### src/rtl/cbm_pkg.sv
// Shared types and constants of the cartridge bank mapper.
package cbm_pkg;

  localparam logic [1:0] REQ_CPU_WRITE = 2'd0;
  localparam logic [1:0] REQ_CPU_XLATE = 2'd1;
  localparam logic [1:0] REQ_PPU_XLATE = 2'd2;

  localparam logic [1:0] TARGET_NONE  = 2'd0;
  localparam logic [1:0] TARGET_PRG   = 2'd1;
  localparam logic [1:0] TARGET_CHR   = 2'd2;
  localparam logic [1:0] TARGET_CIRAM = 2'd3;

  localparam logic [2:0] REGION_SELECT = 3'd4;
  localparam logic [2:0] REGION_DATA   = 3'd5;
  localparam logic [2:0] REGION_MIRROR = 3'd7;

  localparam int         PRG_BANKS = 2;
  localparam int         CHR_BANKS = 6;
  localparam logic [6:0] LAST_PRG_RESET = 7'd127;

  typedef struct packed {
    logic [1:0]  req_type;
    logic [15:0] addr;
    logic [7:0]  data;
  } req_t;

  typedef struct packed {
    logic [1:0]  target;
    logic [20:0] rom_addr;
    logic        ciram_a10;
  } result_t;

  typedef struct packed {
    logic [PRG_BANKS-1:0][7:0] prg;
    logic [CHR_BANKS-1:0][7:0] chr;
    logic                      hmirror;
    logic [6:0]                last_prg;
  } bank_state_t;

endpackage

### src/rtl/cartridge_bank_mapper.sv
// Top level of the cartridge bank mapper.
// An accepted item is first registered, then translated combinationally, and its
// result is registered and strobed on done.
// Throughput is one item per cycle; busy stays low and the receiver cannot stall.
// Synchronous reset clears the pipeline and loads the bank registers with their
// power-on values and the last PRG bank register with 127.
module cartridge_bank_mapper (
  input  logic              clk,
  input  logic              rst,
  input  logic              start,
  output logic              busy,
  input  cbm_pkg::req_t     req,
  input  logic              cfg_we,
  input  logic [6:0]        cfg_data,
  output logic              done,
  output cbm_pkg::result_t  result
);
  import cbm_pkg::*;

  req_t        req_q;
  logic        req_vld;
  bank_state_t state;
  result_t     res_next;

  assign busy = 1'b0;

  always_ff @(posedge clk) begin
    if (rst) begin
      req_vld <= 1'b0;
      done    <= 1'b0;
    end else begin
      req_vld <= start && !busy;
      done    <= req_vld;
    end
    req_q  <= req;
    result <= res_next;
  end

  cbm_regs u_regs (
    .clk      (clk),
    .rst      (rst),
    .req_vld  (req_vld),
    .req      (req_q),
    .cfg_we   (cfg_we),
    .cfg_data (cfg_data),
    .state    (state)
  );

  cbm_xlate u_xlate (
    .req   (req_q),
    .state (state),
    .res   (res_next)
  );

endmodule

### src/rtl/cbm_regs.sv
// Bank, command and mirroring registers, loaded by CPU write items; the last PRG bank register is loaded by cfg_we.
module cbm_regs (
  input  logic                clk,
  input  logic                rst,
  input  logic                req_vld,
  input  cbm_pkg::req_t       req,
  input  logic                cfg_we,
  input  logic [6:0]          cfg_data,
  output cbm_pkg::bank_state_t state
);
  import cbm_pkg::*;

  logic [2:0]                bank_select;
  logic [PRG_BANKS-1:0][7:0] prg_bank;
  logic [CHR_BANKS-1:0][7:0] chr_bank;
  logic                      horizontal_mirror;
  logic [6:0]                last_prg;
  logic                      wr;
  logic [2:0]                chr_sel;

  assign wr      = req_vld && (req.req_type == REQ_CPU_WRITE) && !req.addr[0];
  assign chr_sel = bank_select - 3'd2;

  always_ff @(posedge clk) begin
    if (rst) begin
      bank_select       <= '0;
      prg_bank[0]       <= 8'd0;
      prg_bank[1]       <= 8'd1;
      chr_bank[0]       <= 8'd0;
      chr_bank[1]       <= 8'd2;
      chr_bank[2]       <= 8'd4;
      chr_bank[3]       <= 8'd5;
      chr_bank[4]       <= 8'd6;
      chr_bank[5]       <= 8'd7;
      horizontal_mirror <= 1'b0;
      last_prg          <= LAST_PRG_RESET;
    end else begin
      if (cfg_we) begin
        last_prg <= cfg_data;
      end
      if (wr) begin
        case (req.addr[15:13])
          REGION_SELECT: bank_select <= req.data[2:0];
          REGION_DATA: begin
            if (bank_select < 3'd2) begin
              prg_bank[bank_select[0]] <= req.data;
            end else begin
              chr_bank[chr_sel] <= req.data;
            end
          end
          REGION_MIRROR: horizontal_mirror <= req.data[0];
          default: ;
        endcase
      end
    end
  end

  assign state.prg      = prg_bank;
  assign state.chr      = chr_bank;
  assign state.hmirror  = horizontal_mirror;
  assign state.last_prg = last_prg;

endmodule

### src/rtl/cbm_xlate.sv
// Address translation of CPU and PPU items onto PRG ROM, CHR ROM and CIRAM.
module cbm_xlate (
  input  cbm_pkg::req_t        req,
  input  cbm_pkg::bank_state_t state,
  output cbm_pkg::result_t     res
);
  import cbm_pkg::*;

  logic [13:0] ppu_addr;
  logic [7:0]  chr2k;
  logic [7:0]  chr1k;

  assign ppu_addr = req.addr[13:0];
  assign chr2k    = state.chr[{2'b00, ppu_addr[11]}];
  assign chr1k    = state.chr[3'd2 + {1'b0, ppu_addr[11:10]}];

  always_comb begin
    res = '0;
    case (req.req_type)
      REQ_CPU_XLATE: begin
        if (req.addr[15:14] == 2'b11) begin
          res.target   = TARGET_PRG;
          res.rom_addr = {state.last_prg, req.addr[13:0]};
        end else if (req.addr[15]) begin
          res.target   = TARGET_PRG;
          res.rom_addr = {state.prg[req.addr[13]], req.addr[12:0]};
        end
      end
      REQ_PPU_XLATE: begin
        if (ppu_addr[13]) begin
          res.target    = TARGET_CIRAM;
          res.ciram_a10 = state.hmirror ? ppu_addr[11] : ppu_addr[10];
        end else if (!ppu_addr[12]) begin
          res.target   = TARGET_CHR;
          res.rom_addr = {3'd0, chr2k[7:1], ppu_addr[10:0]};
        end else begin
          res.target   = TARGET_CHR;
          res.rom_addr = {3'd0, chr1k, ppu_addr[9:0]};
        end
      end
      default: ;
    endcase
  end

endmodule
### config.mk
export PLATFORM = sky130hd
export DESIGN_NAME = cartridge_bank_mapper
export DESIGN_NICKNAME = d
export VERILOG_FILES = /design/src/rtl/cbm_pkg.sv /design/src/rtl/cartridge_bank_mapper.sv /design/src/rtl/cbm_regs.sv /design/src/rtl/cbm_xlate.sv
export SDC_FILE = /design/constraint.sdc
export NUM_CORES = 1
export LEC_CHECK = 0
export ABC_AREA = 1
export BUFFER_PORTS_ARGS = -buffer_cell sky130_fd_sc_hd__buf_4
export CAP_MARGIN = 20
export CORE_MARGIN = 5
export CORE_UTILIZATION = 57
export DETAILED_ROUTE_END_ITERATION = 12
export GPL_ROUTABILITY_DRIVEN = 0
export PLACE_DENSITY_LB_ADDON = 0.3
export SLEW_MARGIN = 20
export SYNTH_ARGS = -nofsm -noshare
export SYNTH_HDL_FRONTEND = slang
export SYNTH_SLANG_ARGS = --single-unit
export TNS_END_PERCENT = 5
### constraint.sdc
create_clock -name clk -period 1.7 [get_ports clk]
set_input_delay 0.17 -clock clk [delete_from_list [all_inputs] [get_ports clk]]
set_output_delay 0.17 -clock clk [all_outputs]
set_load 0.01 [all_outputs]
== Yosys cells after proc, flatten, opt, wreduce, memory -nomap -nowiden ==
Index checks and enable logic that the tools add are counted.

* Flip-flop bits (word level): 127
* Latch bits: 0
* RAM bits: 0
* Bits in read-only memories: 0
* Input bits: 37
* Memories: 0

* Add/subtract/negate cells: 2
* $mul: 0
* Divide/modulo/power cells: 0
* $lt $le $gt $ge: 8
* Eq/ne operators: 6
* Shift-type cells: 0
* Mux-type cells: 19
* Bitwise gates (word level): 1
* Reduce and logical (&&, ||, !) cells: 11

{| class="wikitable"
|+ Operators by type and width
! kind !! count
|-
| 2-to-1 mux 8 bit || 7
|-
| bitwise mux 48 bit || 1
|-
| one-hot mux 23 bit (2 select lines) || 1
|-
| 2-to-1 mux 22 bit || 2
|-
| 2-to-1 mux 18 bit || 2
|-
| binary-select mux 8 bit (select 3 bit) || 1
|-
| demux 8 bit (select 3 bit) || 1
|-
| bitwise mux 16 bit || 1
|-
| == test 3 bit, second input constant || 3
|-
| demux 8 bit (select 1 bit) || 1
|-
| less-than comparator 3 x 4 -> 1 bit, second input constant || 2
|-
| AND reduction 2 bit || 3
|-
| AND reduction 3 bit || 2
|-
| == test 2 bit, second input constant || 2
|-
| logical AND 1 bit || 4
|-
| less-than comparator 1 x 2 -> 1 bit, second input constant || 2
|-
| less-than comparator 1 x 4 -> 1 bit, second input constant || 1
|-
| adder 2 x 2 -> 3 bit, first input constant || 1
|-
| >= comparator 3 x 1 -> 1 bit, second input constant || 1
|-
| less-than comparator 3 x 2 -> 1 bit, second input constant || 1
|-
| subtractor 3 x 2 -> 3 bit, second input constant || 1
|-
| == test 2 x 1 -> 1 bit, second input constant || 1
|-
| logical NOT 2 bit || 1
|-
| 2-to-1 mux 2 bit || 1
|-
| other kinds (4) || 4
|}

== Depth between registers and ports, before layout ==
* Depth in word-level cells: 6
* Depth in mapped cells: 9
* Depth with buffers taken out: 8

== Hierarchy ==
Synthesis repeated with hierarchy kept, for this count alone.

* Cells, all modules: 722
* Area total of the unflattened synthesis: 5182.5 um^2

{| class="wikitable"
|+ Modules (own cells, without submodules)
! module !! times used !! cells an instance !! area an instance (um^2) !! sequential area each (um^2)
|-
| cbm_regs || 1 || 461 || 3184.3 || 1501.4
|-
| cartridge_bank_mapper || 1 || 58 || 1067.3 || 1041.0
|-
| cbm_xlate || 1 || 203 || 930.9 || 0.0
|}

== Least setup slack after synthesis ==
OpenSTA, ideal clock, no wires.

* Path type: register to register
* From: register req_q[24] (netlist name)
* To: register u_regs.chr_bank (netlist bit u_regs.state[24])
* Setup time: 0.117 ns
* Arrival time: 1.374 ns
* Data required time: 1.583 ns
* Setup slack: 0.209 ns
* Cell stages (with the launch flop): 9
* Buffers on the path: 1
* Clock period less this slack: 1.491 ns
* Path through: dfxtp_1 -> inv_1 -> ha_1 -> nand3_1 -> nor2_8 -> buf_4 -> nand2_2 -> o21ai_0 -> nor2_1

* Word-level cells in the longest chain between the ends: 4

{| class="wikitable"
|+ RTL lines
! what !! line !! RTL
|-
| start, declared || cartridge_bank_mapper.sv:20 || <nowiki>req_t req_q;</nowiki>
|-
| start signal, assigned || cartridge_bank_mapper.sv:35 || <nowiki>req_q <= req;</nowiki>
|-
| logical NOT 2 bit || cbm_regs.sv:21 || <nowiki>assign wr = req_vld && (req.req_type == REQ_CPU_WRITE) && !req.addr[0];</nowiki>
|-
| logical AND 1 bit (2 in a row) || cbm_regs.sv:21 ||
|-
| AND reduction 3 bit (no source line) || n/a ||
|-
| end signal, assigned by index || cbm_regs.sv:48 || <nowiki>chr_bank[chr_sel] <= req.data;</nowiki>
|-
| end, declared || cbm_regs.sv:15 || <nowiki>logic [CHR_BANKS-1:0][7:0] chr_bank;</nowiki>
|}

No other way between the ends.
A chain may end at the register's enable or synchronous reset.

== Worst setup path after layout ==
* From: register req_q[24] (netlist name)
* To: register u_regs.prg_bank (netlist bit u_regs.state[57])

* Word-level cells in the longest chain between the ends: 4

{| class="wikitable"
|+ RTL lines
! what !! line !! RTL
|-
| logical NOT 2 bit || cbm_regs.sv:21 ||
|-
| logical AND 1 bit (2 in a row) || cbm_regs.sv:21 ||
|-
| AND reduction 3 bit (no source line) || n/a ||
|-
| end signal, assigned by index || cbm_regs.sv:46 || <nowiki>prg_bank[bank_select[0]] <= req.data;</nowiki>
|-
| end, declared || cbm_regs.sv:14 || <nowiki>logic [PRG_BANKS-1:0][7:0] prg_bank;</nowiki>
|}

No other way between the ends.

==> flow_summary.ini <==
[outcome]
status = finished, final reports clean

[global_routing]
first_global_vias = 4402
grtUsageTotal_pct = 27.37
grt-ovfl-total = 0
grt_max_degree = 74
grt_pass1_wl_mm = 21.63
grt_antenna_before_repair = 0

[worst_setup_path]
critPathArrivalTime_ns = 2.09
startpoint_type = flop
worstSetupEndpointType = flop
r2r_setup_slack_ns = 0.06
critPathMaxFanout = 9
cp.required_ns = 2.15
path_class = reg -> reg

[clocking]
root_buffer = clkbuf_8
numCtsBuffers = 17
clk_latency_ns = 0.53
clk_path_buf_depth = 2
clk_pin_slew_ns = 0.06
h-tree-depth = 4
cts.sinks = 125
cts_tree = built

[floorplan]
core_area_um2 = 8217
ios = 63
start_util_pct = 58.31
die_area_um2 = 10340
rows = 33
die_w_um = 101.7
die-height_um = 101.7

[placed_design]
place_ws_ns = -0.04881
post-dp-hpwl_mm = 7.909
dp_cells = 805
port_buffers = 61

[sta]
rsz0062_at_grt = yes
period_minus_slack_ns = 1.642
timing.final.crit_share_pct = 96.57
setup_ws_ns = 0.05837
skew_ns = 0.008753
slew_headroom_pct = 64.41
holdWs_ns = 0.1185
final-setup-viol-count = 0
worst_pin_slew_ns = 0.5332
hold_viol = 0
fmax_ghz = 0.6091
slew_violations = 0

[logic_synthesis]
syn_inst = 654
yosysTopAreaCell = dfxtp_1
synth_seq_cells = 125
synth_ff_type = dfxtp_1
yosysTopAreaCellShare_pct = 52.23
ys_top_cells_by_count = 151 x nand2_1, 125 x dfxtp_1, 117 x nor2_1, 88 x inv_1, 47 x o21ai_0
synth_nets = 694
synth_cell_types = 25
seq_area_frac_synth_pct = 52.23
syn_area_um2 = 4791
synth_most_common_cell = nand2_1
synth_edf_count = 0
synthTopCellsByArea = dfxtp_1 52%, nand2_1 12%, nor2_1 9.2%
avgSynthCellArea_um2 = 7.325
ys_warn_count = 0
synthArstFlopShare_pct = 0

[drt]
routed_wl_mm = 13.87
num_vias = 4702
drt_first_pass_iters = 5
drc_errors = 0
drtIter0Drc = 388
avgViaCountPerCell = 5.331
ant_nets = 0
wire_per_inst_um = 15.72

[layout]
synthToLayoutAreaGrowth_pct = 35.34
antenna_cells = 0
fin_nets = 804
layout-drive-gt1-share_pct = 15.96
fin_util_pct = 78.91
final_cells = 882
fillCellCount = 511

[job]
maxCapViolCount = 0

[power]
power_mw = 7.402
p_per_area_nw_per_um2 = 1142
p_leak_nw = 3.032
vdd_drop_max_v = 0.001255

[worst_hold_path]
hp-class = in -> reg
==> cell families (layout without fill, tap and decap cells) <==
group	Yosys count	count (layout)	share of synthesized area, %
AO/OA/AOI/OAI	88	88	9.846
adder cells (fa/ha/maj)	3	3	0.7836
buffers and inverters	116	238	9.480
flip-flops	125	125	52.23
other	1	1	0.07827
AND/OR/NAND/NOR	321	322	27.58
==> report_power, final <==
group | total (mW) | switching, mW | leakage (nW) | internal [mW]
Combinational | 0.458 | 0.237 | 1.70 | 0.221
Clock | 3.88 | 1.42 | 0.309 | 2.46
Sequential | 3.06 | 0.0656 | 1.02 | 3.00
Total | 7.40 | 1.73 | 3.03 | 5.67
==> worst paths after layout <==
kind | end | startpoint | cells past startpoint
setup / recovery | u_regs.state[57] | req_q[24] | 9
hold / removal | u_regs.last_prg[4] | cfg_we | 4
setup reg to reg | u_regs.state[57] | req_q[24] | 9
hold reg to reg | result[5] | req_q[12] | 2
==> per-stage QoR <==
step                area, um2  setup TNS [ns]
floorplan                4791               0
global placement         5359               0
detailed placement       5359         -0.2898
CTS                      6421               0
global route             6484         -0.1560
finish                   6484               0
==> layout by cell type (no fill, tap or decap), drive strengths merged, types with 18 or more instances in the layout <==
cell type / n
o21ai: 49
buf: 74
nor2: 120
dfxtp: 125
nand3: 35
inv: 95
nand2: 156
clkbuf: 18
a21oi: 25
dlygate4sd3: 42
==> critical path, cell delays in order (launching register included) <==
cell	delay, ns
dfxtp_1	0.32
inv_1	0.10
ha_1	0.21
nand3_4	0.16
nor2_8	0.19
buf_4	0.20
nand3_4	0.13
nand2_1	0.10
inv_1	0.05
nor2_1	0.12
==> cell type report <==
| type | instances | area [um2] | area share [%] |
|---|---|---|---|
| clock buffers | 18 | 427.9 | 6.600 |
| clock inverters | 14 | 205.2 | 3.165 |
| inverters | 90 | 351.6 | 5.423 |
| multi-input cells | 414 | 1877 | 28.95 |
| flip-flops and latches | 125 | 2502 | 38.60 |
| well taps | 105 | 131.4 | 2.026 |
| repair buffers | 116 | 988.4 | 15.25 |
==> repair_timing <==
item | in CTS | in global routing
hold endpoints to repair | 35 | 0
pin swaps | 1 | 1
buffers inserted | 0 | 2
setup endpoints to repair | 26 | 48
gates resized for setup | 3 | 8
hold buffers | 42 | 0
cloned | 0 | 1
==> state kept, by name, summed over array words and instances (netlist names) <==
| signal | cells |
|---|---|
| u_regs.state | 62 |
| req_vld | 1 |
| done | 1 |
| u_regs.horizontal_mirror | 1 |
| result | 24 |
| u_regs.last_prg | 7 |
| u_regs.bank_select | 3 |
| req_q | 26 |
==> per-layer routing <==
layer / part of all wire, % / track usage (%) / up-vias
met4: 3.1 / 9.816 / 0
met3: 8.0 / 6.956 / 57
met5: 0 / 0 / -
li1: - / - / 2252
met2: 50 / 47.99 / 258
met1: 38 / 32.34 / 2135
Note: power is estimated with default switching activity, not from simulation.
